==> src/rtl/blm_pkg.sv <==
// ----------------------------------------------------------------------------
// blm_pkg
// Types, register indexes and constants shared by the battery level monitor.
// ----------------------------------------------------------------------------
package blm_pkg;

  localparam int unsigned CODE_W    = 8;
  localparam int unsigned LEVEL_W   = 3;
  localparam int unsigned FILL_W    = 7;
  localparam int unsigned CFG_IDX_W = 3;
  localparam int unsigned NUM_LEVEL_THR = 5;

  // Marks that no level has been shown since reset.
  localparam logic [LEVEL_W-1:0] NO_LEVEL  = 3'd7;
  localparam logic [LEVEL_W-1:0] LEVEL_ONE = 3'd1;
  localparam logic [CODE_W-1:0]  COUNT_MAX = 8'hFF;

  typedef enum logic [CFG_IDX_W-1:0] {
    REG_LEVEL1_CODE    = 3'd0,
    REG_LEVEL2_CODE    = 3'd1,
    REG_LEVEL3_CODE    = 3'd2,
    REG_LEVEL4_CODE    = 3'd3,
    REG_LEVEL5_CODE    = 3'd4,
    REG_UNDERVOLT_CODE = 3'd5,
    REG_SHUTDOWN_TICKS = 3'd6
  } cfg_idx_e;

  typedef enum logic [1:0] {
    ACT_NONE  = 2'd0,
    ACT_DRAW  = 2'd1,
    ACT_BLANK = 2'd2
  } action_e;

  typedef struct packed {
    logic [NUM_LEVEL_THR-1:0][CODE_W-1:0] level_code;
    logic [CODE_W-1:0]                    undervolt_code;
    logic [CODE_W-1:0]                    shutdown_ticks;
  } cfg_t;

  typedef struct packed {
    logic [LEVEL_W-1:0] last_level;
    logic               blink_phase;
    logic [CODE_W-1:0]  uv_count;
    logic               shutdown;
  } mon_state_t;

  typedef struct packed {
    logic [LEVEL_W-1:0] level;
    logic [FILL_W-1:0]  glyph_fill;
    action_e            display_action;
    logic               shutdown;
    logic               ignored;
  } result_t;

  // Glyph fill (7 bits): one more bar from the top for each level.
  function automatic logic [FILL_W-1:0] fill_of_level(input logic [LEVEL_W-1:0] lvl);
    logic [FILL_W-1:0] fill;
    case (lvl)
      3'd1:    fill = 7'd64;
      3'd2:    fill = 7'd96;
      3'd3:    fill = 7'd112;
      3'd4:    fill = 7'd120;
      3'd5:    fill = 7'd124;
      default: fill = 7'd0;
    endcase
    return fill;
  endfunction

endpackage

==> src/rtl/blm_cfg.sv <==
// ----------------------------------------------------------------------------
// blm_cfg
// Configuration register file: thresholds and shutdown tick limit.
// ----------------------------------------------------------------------------
module blm_cfg import blm_pkg::*; (
  input  logic                 clk_i,
  input  logic                 rst_ni,
  input  logic                 cfg_we_i,
  input  logic [CFG_IDX_W-1:0] cfg_idx_i,
  input  logic [CODE_W-1:0]    cfg_data_i,
  output cfg_t                 cfg_o
);

  cfg_t cfg_q, cfg_d;

  always_comb begin
    cfg_d = cfg_q;
    if (cfg_we_i) begin
      case (cfg_idx_i)
        REG_LEVEL1_CODE:    cfg_d.level_code[0]  = cfg_data_i;
        REG_LEVEL2_CODE:    cfg_d.level_code[1]  = cfg_data_i;
        REG_LEVEL3_CODE:    cfg_d.level_code[2]  = cfg_data_i;
        REG_LEVEL4_CODE:    cfg_d.level_code[3]  = cfg_data_i;
        REG_LEVEL5_CODE:    cfg_d.level_code[4]  = cfg_data_i;
        REG_UNDERVOLT_CODE: cfg_d.undervolt_code = cfg_data_i;
        REG_SHUTDOWN_TICKS: cfg_d.shutdown_ticks = cfg_data_i;
        default:            cfg_d = cfg_q;
      endcase
    end
  end

  always_ff @(posedge clk_i or negedge rst_ni) begin
    if (!rst_ni) begin
      cfg_q.level_code[0]  <= 8'd171;
      cfg_q.level_code[1]  <= 8'd182;
      cfg_q.level_code[2]  <= 8'd193;
      cfg_q.level_code[3]  <= 8'd204;
      cfg_q.level_code[4]  <= 8'd215;
      cfg_q.undervolt_code <= 8'd155;
      cfg_q.shutdown_ticks <= 8'd15;
    end else begin
      cfg_q <= cfg_d;
    end
  end

  assign cfg_o = cfg_q;

endmodule

==> src/rtl/blm_eval.sv <==
// ----------------------------------------------------------------------------
// blm_eval
// Combinational evaluation of one tick: level, glyph fill, display action,
// undervoltage count and the next monitor state.
// ----------------------------------------------------------------------------
module blm_eval import blm_pkg::*; (
  input  cfg_t              cfg_i,
  input  mon_state_t        state_i,
  input  logic [CODE_W-1:0] code_i,
  input  logic              failed_i,
  output result_t           result_o,
  output mon_state_t        state_o
);

  logic [LEVEL_W-1:0] level;
  action_e            action;
  logic [CODE_W-1:0]  count_next;
  logic               shutdown_next;

  // Descending scan so that the lowest failing threshold wins, as a cascade.
  always_comb begin
    level = LEVEL_W'(NUM_LEVEL_THR);
    for (int k = NUM_LEVEL_THR - 1; k >= 0; k--) begin
      if (code_i < cfg_i.level_code[k]) begin
        level = LEVEL_W'(k);
      end
    end
  end

  always_comb begin
    if (code_i < cfg_i.undervolt_code) begin
      count_next = (state_i.uv_count == COUNT_MAX) ? state_i.uv_count
                                                    : state_i.uv_count + 8'd1;
    end else begin
      count_next = '0;
    end
    shutdown_next = state_i.shutdown | (count_next >= cfg_i.shutdown_ticks);
  end

  always_comb begin
    state_o = state_i;
    action  = ACT_NONE;
    if (!failed_i) begin
      if (level != state_i.last_level) begin
        action = ACT_DRAW;
      end
      // Low levels blink: the phase overrides the redraw decision.
      if (level <= LEVEL_ONE) begin
        action              = state_i.blink_phase ? ACT_BLANK : ACT_DRAW;
        state_o.blink_phase = ~state_i.blink_phase;
      end
      state_o.last_level = level;
      state_o.uv_count   = count_next;
      state_o.shutdown   = shutdown_next;
    end
  end

  always_comb begin
    if (failed_i) begin
      result_o.level          = '0;
      result_o.glyph_fill     = '0;
      result_o.display_action = ACT_NONE;
      result_o.shutdown       = state_i.shutdown;
      result_o.ignored        = 1'b1;
    end else begin
      result_o.level          = level;
      result_o.glyph_fill     = fill_of_level(level);
      result_o.display_action = action;
      result_o.shutdown       = shutdown_next;
      result_o.ignored        = 1'b0;
    end
  end

endmodule

==> src/rtl/battery_level_monitor.sv <==
// ----------------------------------------------------------------------------
// battery_level_monitor
// Turns battery ADC ticks into a level, glyph fill, redraw/blink request
// and a sticky undervoltage shutdown flag.
// ----------------------------------------------------------------------------
// Usage:
//   Each tick arrives as one transfer on the slave stream: the ADC code in
//   tdata and the read-failure flag in tuser. Every tick gives exactly one
//   result transfer on the master stream, in order.
//   The thresholds and shutdown limit are to be written on the cfg port
//   while the block is idle; the block itself does not enforce this.
//   Writes to index 7 are dropped. A tick goes from the input register to
//   the result register. Throughput is one tick per cycle while results
//   are taken, set by the single evaluation stage that updates the level,
//   blink and undervoltage state as each tick moves to the result register.
//   While the receiver stalls, the pending result holds and one more tick
//   can wait in the input register; s_axis_tready then drops until the
//   result is taken.
//   Reset empties both registers, restores the register defaults, clears
//   the blink phase, count and shutdown flag, and forgets the last level so
//   the first good tick always asks for a draw.
// ----------------------------------------------------------------------------
module battery_level_monitor import blm_pkg::*; (
  input  logic                 clk_i,
  input  logic                 rst_ni,
  input  logic                 s_axis_tvalid,
  output logic                 s_axis_tready,
  input  logic [7:0]           s_axis_tdata,   // [7:0] battery_code
  input  logic                 s_axis_tuser,   // [0] read_failed
  output logic                 m_axis_tvalid,
  input  logic                 m_axis_tready,
  // [2:0] level, [9:3] glyph_fill, [11:10] display_action, [12] shutdown
  output logic [15:0]          m_axis_tdata,
  output logic                 m_axis_tuser,   // [0] ignored
  input  logic                 cfg_we_i,
  input  logic [CFG_IDX_W-1:0] cfg_idx_i,
  input  logic [CODE_W-1:0]    cfg_data_i
);

  cfg_t              cfg;
  mon_state_t        state_q, state_d;
  result_t           result_d, result_q;
  logic              in_valid_q, in_valid_d;
  logic [CODE_W-1:0] in_code_q;
  logic              in_failed_q;
  logic              out_valid_q, out_valid_d;
  logic              in_accept, advance;

  blm_cfg u_cfg (
    .clk_i      (clk_i),
    .rst_ni     (rst_ni),
    .cfg_we_i   (cfg_we_i),
    .cfg_idx_i  (cfg_idx_i),
    .cfg_data_i (cfg_data_i),
    .cfg_o      (cfg)
  );

  blm_eval u_eval (
    .cfg_i    (cfg),
    .state_i  (state_q),
    .code_i   (in_code_q),
    .failed_i (in_failed_q),
    .result_o (result_d),
    .state_o  (state_d)
  );

  assign advance       = in_valid_q && (!out_valid_q || m_axis_tready);
  assign s_axis_tready = !in_valid_q || advance;
  assign in_accept     = s_axis_tvalid && s_axis_tready;

  always_comb begin
    in_valid_d = in_valid_q;
    if (in_accept) begin
      in_valid_d = 1'b1;
    end else if (advance) begin
      in_valid_d = 1'b0;
    end
    out_valid_d = out_valid_q;
    if (advance) begin
      out_valid_d = 1'b1;
    end else if (m_axis_tready) begin
      out_valid_d = 1'b0;
    end
  end

  always_ff @(posedge clk_i or negedge rst_ni) begin
    if (!rst_ni) begin
      in_valid_q          <= 1'b0;
      out_valid_q         <= 1'b0;
      state_q.last_level  <= NO_LEVEL;
      state_q.blink_phase <= 1'b0;
      state_q.uv_count    <= '0;
      state_q.shutdown    <= 1'b0;
    end else begin
      in_valid_q  <= in_valid_d;
      out_valid_q <= out_valid_d;
      if (advance) begin
        state_q <= state_d;
      end
    end
  end

  always_ff @(posedge clk_i) begin
    if (in_accept) begin
      in_code_q   <= s_axis_tdata;
      in_failed_q <= s_axis_tuser;
    end
    if (advance) begin
      result_q <= result_d;
    end
  end

  assign m_axis_tvalid = out_valid_q;
  assign m_axis_tdata  = {3'b000, result_q.shutdown, result_q.display_action,
                          result_q.glyph_fill, result_q.level};
  assign m_axis_tuser  = result_q.ignored;

endmodule
==> config.mk <==
export PLATFORM = sky130hd
export DESIGN_NAME = battery_level_monitor
export DESIGN_NICKNAME = d
export VERILOG_FILES = /design/src/rtl/blm_pkg.sv /design/src/rtl/blm_cfg.sv /design/src/rtl/blm_eval.sv /design/src/rtl/battery_level_monitor.sv
export SDC_FILE = /design/constraint.sdc
export NUM_CORES = 1
export LEC_CHECK = 0
export BUFFER_PORTS_ARGS = -buffer_cell sky130_fd_sc_hd__clkbuf_2
export CAP_MARGIN = 25
export CORE_MARGIN = 2
export CORE_UTILIZATION = 60
export CTS_BUF_LIST = sky130_fd_sc_hd__clkbuf_8
export DETAILED_ROUTE_END_ITERATION = 6
export PLACE_DENSITY = 0.81
export SLEW_MARGIN = 0
export SYNTH_ARGS = -nofsm -noshare
export SYNTH_HDL_FRONTEND = slang
export SYNTH_SLANG_ARGS = --single-unit
==> constraint.sdc <==
create_clock -name clk_i -period 4.4 [get_ports clk_i]
set_input_delay 0.22 -clock clk_i [delete_from_list [all_inputs] [get_ports clk_i]]
set_output_delay 0.22 -clock clk_i [all_outputs]
set_load 0.01 [all_outputs]
---- After elaboration in Yosys (flattened, before gate mapping) ----
Index checks and enable logic that the tools add are counted.
word-level totals
  bits of input ports ..................... 25
  logic and storage cells ................. 79
  bits in latches ......................... 0
  bits in read-only memories .............. 0
  memories ................................ 0
  memory bits (writable) .................. 0
  register bits after elaboration ......... 94
cells by class
  bitwise logic cells ..................... 3
  divide/modulo/power cells ............... 0
  muxes and demuxes ....................... 16
  magnitude comparators ................... 8
  shift operators ......................... 0
  reductions and logical operators ........ 18
  multiply operators ...................... 0
  add/sub/neg operators ................... 1
  equality and inequality tests ........... 13
operators with widths
  kind                 count
  $lt 8x8->1           6
  $pmux 7 s5           1
  $mux 8               2
  $reduce_and 2->1     8
  $eq 3x3->1 const B   5
  $eq 3x2->1 const B   4
  $mux 3               4
  $add 8x1->8 const B  1
  $eq 8x8->1 const B   1
  $ge 8x8->1           1
  $eq 3x1->1 const B   2
  $mux 1               6
  $mux 2               3
  $reduce_bool 2->1    2
  $le 3x1->1 const B   1
  $logic_not 3->1      1
  $ne 3x3->1           1
  $reduce_and 3->1     1
  $logic_and 1x1->1    2
  $logic_not 1->1      2
  $logic_or 1x1->1     2
  $not 1->1            2
  $or 1x1->1           1

---- Depth between registers and ports, before layout ----
Gate-level depths: netlist (run 1).
  depth in word-level cells ............... 9
  depth in mapped cells ................... 14

---- By module ----
From an unflattened synthesis (run 1), not the netlist that was laid out.
unflattened totals
  cell total of the unflattened synthesis .. 455
  area, all modules ....................... 5429.0 um2
modules (own cells, without submodules)
  module                 instances  cells an instance  area an instance (um2)
  blm_cfg                1          126                2187.1
  blm_eval               1          266                1889.3
  battery_level_monitor  1          63                 1352.5

---- Worst setup path after synthesis (run 1) ----
No wires, ideal clock.
  path kind ............................... reg-to-reg
  from .................................... reg in_code_q[5]
  to ...................................... reg result_q (netlist bit m_axis_tdata[12]) (data pin)
  data arrival time ....................... 2784 ps
  library setup time ...................... 262 ps
  data required time ...................... 4138 ps
  setup slack ............................. 1354 ps
  stages on the path, launching flop included .. 14
  cell sequence ........................... edfxtp_1 ha_1 a2111o_1 a21o_1 o21ai_2 nor2_2 buf_6 a31o_1 nor2_1 ha_1 a21o_1 a2111oi_0 o21a_1 nor3_1
RTL lines
  what                      line                          source
  start: declaration        battery_level_monitor.sv:44   logic [CODE_W-1:0] in_code_q;
  start signal: assignment  battery_level_monitor.sv:105  in_code_q <= s_axis_tdata;
  end signal: assignment    battery_level_monitor.sv:109  result_q <= result_d;
  end: declaration          battery_level_monitor.sv:42   result_t result_d, result_q;

==> impl_metrics.ini, run 1 <==
[timing]
hold-worst-slack_ns = 0.0258
final_max_slew_viol_count = 0
finalSetupTns_ns = 0
relSlewSlack = 0.378
period_share = 0.755
hold_violations = 0
worst_pin_slew_ns = 0.927
rsz0062_at_grt = no
fmax_ghz = 0.301
finalCriticalPeriod_ns = 3.32
finClkSkew_ns = 0.0103
setup_viol = 0
setup_ws_ns = 1.08

[clock_tree]
cts_max_path_buffers = 2
postCtsSetupBuffers = 0
numCtsBuffers = 9
cts_sinks = 92
clock_latency_ns = 0.37
root_buffer = clkbuf_8
cts_tree = yes
htreeDepth = 3
clkTransAtPathRegs_ns = 0.10

[cells_and_area]
drive_gt1_frac = 0.261
seq_area_sq_um = 2450
multi_input_area_sq_um = 2320
final_nets = 592
synthToLayoutAreaGrowth_pct = 9.84
diodes = 0
fill_cells = 610
final_util = 0.678

[synth]
synth-seq-cells = 92
netlist_area_sq_um = 5050
yosysTopAreaCell = dfstp_2
synth_edf_count = 21
ys_types = 63
synth_top_area_frac = 0.182
synthCells = 475
synth.area.top_cells = dfstp_2 18%, dfrtp_1 18%, ha_1 13%
synth_flop_cell = dfrtp_1
ys_warn_count = 0
synthArstFlopShare = 0.772
avgSynthCellArea_sq_um = 10.6
yosysSeqAreaShare = 0.486

[critical_path]
start_kind = flop
slowest_delay_ns = 0.50
r2r_cells = 12
critPathTopFamily = compound AO/OA/AOI/OAI gates
required_ns = 4.52
worstSetupPathType = reg2reg
ff2ff_setup_slack_ns = 1.08
crit_chain = ha_1, a2111o_1, nor2_1, o21a_1, nor2_2, nor2_1, ha_1, a21o_1, a21o_1, a2111oi_0, o21a_1, nor3_1
worst-path-max-fanout = 14
critical_path_arrival_ns = 3.44
cp_slowest_cell = edfxtp_1
r2r-start = in_code_q[5]
r2r_end = m_axis_tdata[12]
cp-end-kind = flop
critPathBufInv = 0

[global_route]
gr-total-overflow = 0
grt_max_degree = 44
track_usage = 0.245
grt_pass1_wl_um = 16900
grt_pass1_vias = 3562
antenna_found_initial = 0

[route]
drc_errors = 0
drt-pass1-iter-count = 4
vias = 3486
wl_um = 9950
viasPerCell = 5.57
ant_nets = 0
first_iter_violations = 129
wl_per_cell_um = 15.9

[run_status]
status = finished clean

[place]
dpl_worst_slack_ns = 1.15
port_buffers = 38
dp_hpwl_um = 7460
gp_congestion = 0.908

[power_and_ir_drop]
total_leakage_power_nw = 2.54
peakVddDrop_v = 0.000254
power_density_nw_per_um2 = 450

[floorplan]
dieWidth_um = 95.7
initial_utilization = 0.617
dieArea_sq_um = 9160
io_pins = 44
rows = 33
die_height_um = 95.7
core_area_sq_um = 8180

[job]
cap_violations = 0

[worst_hold_path]
hold_class = in2reg
worstHoldEndpoint = in_code_q[2]
min_from = s_axis_tdata[2]
hold_depth = 1
## worst max path at each step
stage	endpoint	startpoint	cells after the start	slack, ns
2_1_floorplan	m_axis_tdata[12]	in_code_q[5]	13	1.35
3_3_place_gp	m_axis_tdata[12]	in_code_q[5]	12	1.19
3_5_place_dp	m_axis_tdata[12]	in_code_q[5]	12	1.15
4_1_cts	m_axis_tdata[12]	in_code_q[5]	12	1.10
5_1_grt	m_axis_tdata[12]	in_code_q[5]	12	0.86
6_report	m_axis_tdata[12]	in_code_q[5]	12	1.08
## cell usage in the layout, fill, tap and decap left out, types with 9 or more instances in the layout
master and n:
inv_1 54, a21oi_1 14, ha_1 51, nor2_1 30
clkbuf_8 9, nand2_1 44, dfstp_2 35, mux2_2 28
o21ai_0 37, dfrtp_1 36, edfxtp_1 21, o21ai_1 9
nor3_1 9, clkbuf_2 37
## worst reg2reg max path: stages, from the launching register on
cell,delay (ns)
edfxtp_1,0.50
ha_1,0.36
a2111o_1,0.17
nor2_1,0.05
o21a_1,0.12
nor2_2,0.45
nor2_1,0.12
ha_1,0.30
a21o_1,0.17
a21o_1,0.17
a2111oi_0,0.41
o21a_1,0.20
nor3_1,0.06
## final cells by class
type / count / share of cell area
clock inverter: 7 / 0.0174
multi-input combinational: 317 / 0.418
tap: 105 / 0.0237
inverter: 55 / 0.0372
clock buffer: 9 / 0.0223
sequential: 92 / 0.442
timing repair buffer: 41 / 0.0388
## repair_timing
action | 4_1_cts | 5_1_grt
resized for setup | 0 | 0
endpoints found under the hold margin | 11 | 0
hold buffers | 1 | 0
## report_power, final
| part | internal, mW | switching [mW] | leakage [nW] |
|---|---|---|---|
| Sequential | 1.08 | 0.0856 | 1.02 |
| Combinational | 0.299 | 0.387 | 1.40 |
| Clock | 0.324 | 0.315 | 0.114 |
## per-stage QoR
step	instances	total power, mW	instance area (sq um)
6_report	626	2.49	5540
5_1_grt	626	2.66	5540
4_1_cts	626	2.50	5540
3_5_place_dp	609	1.86	5310
3_3_place_gp	609	1.81	5310
2_1_floorplan	479	1.67	5060
## routing by layer
metal | global-route usage | wire [um] | share of wire
met2 | 0.404 | 4740 | 0.48
met1 | 0.326 | 4550 | 0.46
met4 | 0.0929 | 203 | 0.020
met5 | 0 | 0 | 0
met3 | 0.0415 | 451 | 0.045
## cells by family after synthesis
logic type	after synthesis	synth area share
mux	29	0.0645
fa+ha+maj	51	0.126
xor+xnor	3	0.00521
flops	92	0.486
simple gates	129	0.131
other cells	1	0.000743
compound gates	100	0.129
buf+inv	70	0.0578
## flip-flops by register name (all words and copies together) (netlist names)
name,cells
in_code_q,8
in_failed_q,1
in_valid_q,1
m_axis_tdata,11
m_axis_tuser,1
m_axis_tvalid,1
state_q,13
u_cfg.cfg_o,56
## synth_stat cells, types with 3 or more instances
| library cell | instances |
|---|---|
| nor2b_1 | 8 |
| o21ai_1 | 9 |
| nand4b_1 | 4 |
| edfxtp_1 | 21 |
| inv_1 | 54 |
| nand2_1 | 44 |
| a21o_1 | 6 |
| nor3_1 | 9 |
| buf_4 | 5 |
| clkbuf_1 | 7 |
| ha_1 | 51 |
| o21ai_0 | 37 |
| dfstp_2 | 35 |
| a211oi_1 | 6 |
| a21oi_1 | 14 |
| nand3_1 | 3 |
| o21a_1 | 8 |
| dfrtp_1 | 36 |
| nor2_1 | 30 |
| mux2_2 | 28 |
| nand2b_1 | 6 |
Note: power is estimated with default switching activity, not from simulation.
==> inputs of run 2 (changes only) <==
==> constraint.sdc (replaced) <==
create_clock -name clk_i -period 3.4 [get_ports clk_i]
set_input_delay 0.17 -clock clk_i [delete_from_list [all_inputs] [get_ports clk_i]]
set_output_delay 0.17 -clock clk_i [all_outputs]
set_load 0.01 [all_outputs]
==> run 2 against run 1 <==
Clock power grew 52%. Die area is the same. Critical path depth grew 1. Non-clock buffer count grew 16. Clock skew is essentially flat. Sequential cell count is the same. Cell count grew 2.6%. Combinational power grew 31%. First-iteration DRC count grew 26%. Sequential share of layout area shrank 1.5 points. Critical path type unchanged. Highest routed layer unchanged.
==> impl_metrics.ini, run 2 (synthesis gave the netlist of run 1 again) <==
[run_status]
status = finished clean

[power_and_ir_drop]
power_density_nw_per_um2 = 588
total_power_mw = 3.38
peakVddDrop_v = 0.000325
total_leakage_power_nw = 2.62

[clock_tree]
clock_latency_ns = 0.36
postCtsSetupBuffers = 0
cts_sinks = 92
root_buffer = clkbuf_8
htreeDepth = 3
clkTransAtPathRegs_ns = 0.09
numCtsBuffers = 9
cts_max_path_buffers = 2
cts_tree = yes

[critical_path]
ff2ff_setup_slack_ns = 0.18
critical_path_arrival_ns = 3.34
crit_chain = inv_1, ha_1, a2111o_1, nor2_1, o21a_1, o21ai_0, ha_1, nand2b_1, a21o_1, a21o_1, a2111oi_1, o21a_1, nor3_1
start_kind = flop
worstSetupPathType = reg2reg
critPathTopFamily = compound AO/OA/AOI/OAI gates
cp-end-kind = flop
r2r_end = m_axis_tdata[12]
slowest_delay_ns = 0.54
critPathBufInv = 1
worst-path-max-fanout = 2
required_ns = 3.52
r2r-start = u_cfg.cfg_o[12]
cp_slowest_cell = dfstp_2
r2r_cells = 13

[worst_hold_path]
hold_depth = 1
worstHoldEndpoint = in_code_q[4]
hold_class = in2reg
min_from = s_axis_tdata[4]

[timing]
period_share = 0.947
fmax_ghz = 0.311
relSlewSlack = 0.387
rsz0062_at_grt = no
final_max_slew_viol_count = 0
setup_viol = 0
setup_ws_ns = 0.181
finClkSkew_ns = 0.0104
finalSetupTns_ns = 0
hold_violations = 0
finalCriticalPeriod_ns = 3.22
worst_pin_slew_ns = 0.916

[cells_and_area]
synthToLayoutAreaGrowth_pct = 13.8
final_cell_count_no_fill = 642
largest_reg_flops = 56
layout_common_cells = 54 x inv_1, 51 x ha_1, 44 x nand2_1
fill_cells = 614
diodes = 0
drive_gt1_frac = 0.266
final_util = 0.702
final_common_cell = inv_1
final_nets = 608

[route]
drt-pass1-iter-count = 4
first_iter_violations = 162
vias = 3589
wl_per_cell_um = 16.1
ant_nets = 0
wl_um = 10300
viasPerCell = 5.59
drc_errors = 0

[global_route]
grt_pass1_vias = 3478
met1_usage = 0.328
gr-total-overflow = 0
grt_max_degree = 40
top_usage_layer = met2
track_usage = 0.246
grtUsageMet2 = 0.406
grt_pass1_wl_um = 16800
grt_use_met3 = 0.0470
antenna_found_initial = 0

[place]
gp_congestion = 0.858
dp.cells = 616
port_buffers = 38
dpl_worst_slack_ns = 0.227
dp_hpwl_um = 7490

[floorplan]
rows = 33
dieArea_sq_um = 9160
io_pins = 44
dieWidth_um = 95.7
initial_utilization = 0.617
die_height_um = 95.7
core_area_sq_um = 8180

[job]
cap_violations = 0
run 2: routing by layer:
metal  share of wire  routed length [um]
met1            0.45                4680
met2            0.48                4940
met3           0.050                 517
met4           0.018                 182
met5               0                   0
run 2: worst max path at each step:
stage                    startpoint          endpoint  slack, ns  depth (start not counted)
global placement    u_cfg.cfg_o[12]  m_axis_tdata[12]       0.24                         13
floorplan              in_code_q[5]  m_axis_tdata[12]       0.35                         13
global route        u_cfg.cfg_o[12]  m_axis_tdata[12]       0.01                         13
CTS                  u_cfg.cfg_o[9]  m_axis_tdata[12]       0.17                         12
finish              u_cfg.cfg_o[12]  m_axis_tdata[12]       0.18                         13
detailed placement   u_cfg.cfg_o[9]  m_axis_tdata[12]       0.23                         12
run 2: area by class of cell:
class | count | area [sq um] | share of cell area
clock buffers | 9 | 124 | 0.0216
clock inverters | 7 | 145 | 0.0253
inverters | 55 | 206 | 0.0360
multi-input cells | 317 | 2330 | 0.405
flip-flops and latches | 92 | 2450 | 0.427
well taps | 105 | 131 | 0.0229
repair buffers | 57 | 358 | 0.0623
run 2: worst register-to-register path: cells and delay by family (launching register included):
family / cells / cell delay (ns)
compound gates: 7 / 1.65
flops: 1 / 0.54
fa+ha+maj: 2 / 0.46
simple gates: 3 / 0.29
buf+inv: 1 / 0.04
run 2: repair_timing:
item	CTS	global route
hold buffers	7	3
resized for setup	0	2
hold endpoints to repair	23	3
endpoints found under the setup margin	0	1
run 2: metrics by stage:
stage | instance area (sq um) | hold WS [ns]
floorplan | 5060 | -0.126
global placement | 5370 | 0.259
detailed placement | 5370 | 0.263
CTS | 5710 | 0.00115
global route | 5740 | 0.0103
finish | 5740 | 0.0254
run 2: where the power goes:
part           internal [mW]  leakage (nW)  switching (mW)
Combinational          0.400          1.48           0.500
Clock                  0.568         0.130           0.402
Sequential              1.40          1.02           0.107
Total                   2.37          2.62            1.01
==> inputs of run 3 (changes only) <==
--- a/config.mk
+++ b/config.mk
@@ -7,7 +7,6 @@
 export LEC_CHECK = 0
 export BUFFER_PORTS_ARGS = -buffer_cell sky130_fd_sc_hd__clkbuf_2
 export CAP_MARGIN = 25
-export CORE_MARGIN = 2
 export CORE_UTILIZATION = 60
 export CTS_BUF_LIST = sky130_fd_sc_hd__clkbuf_8
 export DETAILED_ROUTE_END_ITERATION = 6
==> run 3 against run 2 <==
Via count increased by 0.64%. Utilization decreased by 0.52 points. Largest power group unchanged. Die area decreased by 4.1%. First-iteration DRC count increased by 15%. Clock skew decreased by 0.0041 ns. Power decreased by 2.0%. Worst hold slack got worse by 0.013 ns. Sequential power about the same. Highest routed layer unchanged. Combinational power increased by 1%. Non-clock buffer count decreased by 1. Register-to-register slack got worse by 0.04 ns. Clock-buffer cell count unchanged.
==> impl_metrics.ini, run 3 (synthesis gave the netlist of run 1 again) <==
[run_status]
status = finished clean

[timing]
finClkSkew_ns = 0.00629
finalCriticalPeriod_ns = 3.26
period_share = 0.960
hold_violations = 0
rsz0062_at_grt = no
relSlewSlack = 0.378
hold-worst-slack_ns = 0.0125
fmax_ghz = 0.306
finalSetupTns_ns = 0
worst_pin_slew_ns = 0.929
final_max_slew_viol_count = 0
setup_viol = 0

[clock_tree]
cts_repair_resize_count = 0
clkTransAtPathRegs_ns = 0.09
postCtsHoldBufs = 8
numCtsBuffers = 9
clock_latency_ns = 0.36
htreeDepth = 3
cts_max_path_buffers = 2
cts_sinks = 92
postCtsSetupBuffers = 0
root_buffer = clkbuf_8
cts_tree = yes

[cells_and_area]
diodes = 0
final_util = 0.697
largest_reg_flops = 56
synthToLayoutAreaGrowth_pct = 12.9
final_common_cell = inv_1
final_cell_count_no_fill = 641
drive_gt1_frac = 0.269
layout_common_cells = 54 x inv_1, 51 x ha_1, 44 x nand2_1
final_nets = 607

[route]
wl_um = 10300
wl_per_cell_um = 16.1
viasPerCell = 5.63
first_iter_violations = 186
drt-pass1-iter-count = 5
vias = 3612
drc_errors = 0
ant_nets = 0

[power_and_ir_drop]
total_leakage_power_nw = 2.61
clockPowerShare = 0.270
peakVddDrop_v = 0.000323
total_power_mw = 3.31
sw_frac_of_total = 0.308
power_density_nw_per_um2 = 581
p_sw_mw = 1.02
seq_power_share = 0.455
combPwrFrac = 0.275
p_int_mw = 2.29

[critical_path]
cp_slowest_cell = dfstp_2
r2r-start = u_cfg.cfg_o[9]
r2r_cells = 12
critical_path_arrival_ns = 3.38
slowest_delay_ns = 0.54
worst-path-max-fanout = 14
required_ns = 3.51
start_kind = flop
ff2ff_setup_slack_ns = 0.14
critPathBufInv = 1
critPathTopFamily = compound AO/OA/AOI/OAI gates
r2r_end = m_axis_tdata[12]
crit_chain = inv_1, ha_1, a211oi_1, o21a_1, nor2_2, nor2_1, ha_1, a21o_1, a21o_1, a2111oi_0, o21a_1, nor3_1
cp-end-kind = flop
worstSetupPathType = reg2reg

[floorplan]
dieWidth_um = 93.7
initial_utilization = 0.617
die_height_um = 93.7
core_area_sq_um = 8180
rows = 33
dieArea_sq_um = 8780
io_pins = 44

[worst_hold_path]
min_from = s_axis_tdata[3]
hold_class = in2reg
worstHoldEndpoint = in_code_q[3]
hold_depth = 1

[global_route]
grt_pass1_wl_um = 17300
grt_pass1_vias = 3631
track_usage = 0.262
grt_max_degree = 36
gr-total-overflow = 0
antenna_found_initial = 0

[place]
port_buffers = 38
dp.cells = 617
dp_hpwl_um = 7470
gp_congestion = 0.863

[job]
cap_violations = 0
-- run 3: cell count changes in the layout (fill, tap and decap cells not counted) --
cell | previous run | this run
dlygate4sd3_1 | 10 | 8
a2111oi_0 | 0 | 1
a2111oi_1 | 1 | 0
buf_4 | 9 | 10
bufinv_16 | 4 | 3
clkinv_2 | 0 | 1
clkinv_4 | 0 | 1
clkinvlp_4 | 1 | 0
nor2_2 | 0 | 1
nor2_4 | 1 | 0
-- run 3: worst reg2reg max path: cells and delay by family (launching register included) --
kind	cells	cell delay, ns
flops	1	0.54
simple gates	3	0.65
fa+ha+maj	2	0.57
buf+inv	1	0.04
compound gates	6	1.22
-- run 3: worst max path at each step --
stage          cells past startpoint  slack (ns)             from                to
2_1_floorplan                     13        0.35     in_code_q[5]  m_axis_tdata[12]
3_3_place_gp                      13        0.25  u_cfg.cfg_o[12]  m_axis_tdata[12]
3_5_place_dp                      13        0.24  u_cfg.cfg_o[12]  m_axis_tdata[12]
4_1_cts                           12        0.20   u_cfg.cfg_o[9]  m_axis_tdata[12]
5_1_grt                           12        0.03     in_code_q[7]  m_axis_tdata[12]
6_report                          12        0.14   u_cfg.cfg_o[9]  m_axis_tdata[12]
-- run 3: metrics by stage --
stage / worst slack, ns / cell area, sq um
2_1_floorplan: 0.354 / 5060
4_1_cts: 0.201 / 5700
3_5_place_dp: 0.239 / 5370
3_3_place_gp: 0.251 / 5370
6_report: 0.136 / 5700
5_1_grt: 0.0330 / 5700
-- run 3: layer usage --
layer  track usage  wire [um]
met5             0          0
met4         0.114        294
met3        0.0316        254
met2         0.440       4940
met1         0.343       4800
-- run 3: final cells by class --
class,instances,area [sq um]
Fill cell,605,2480
Sequential cell,92,2450
Multi-Input combinational cell,317,2320
Timing Repair Buffer,56,345
Inverter,55,206
Tap cell,105,131
Clock buffer,9,124
Clock inverter,7,121
-- run 3: power groups by stage --
stage	registers [mW]	logic (mW)	clock network [mW]
after floorplan	1.51	0.653	0
after global placement	1.51	0.839	0
after detailed placement	1.52	0.883	0
after CTS	1.50	0.907	0.909
after global routing	1.53	1.02	0.946
final	1.51	0.910	0.895
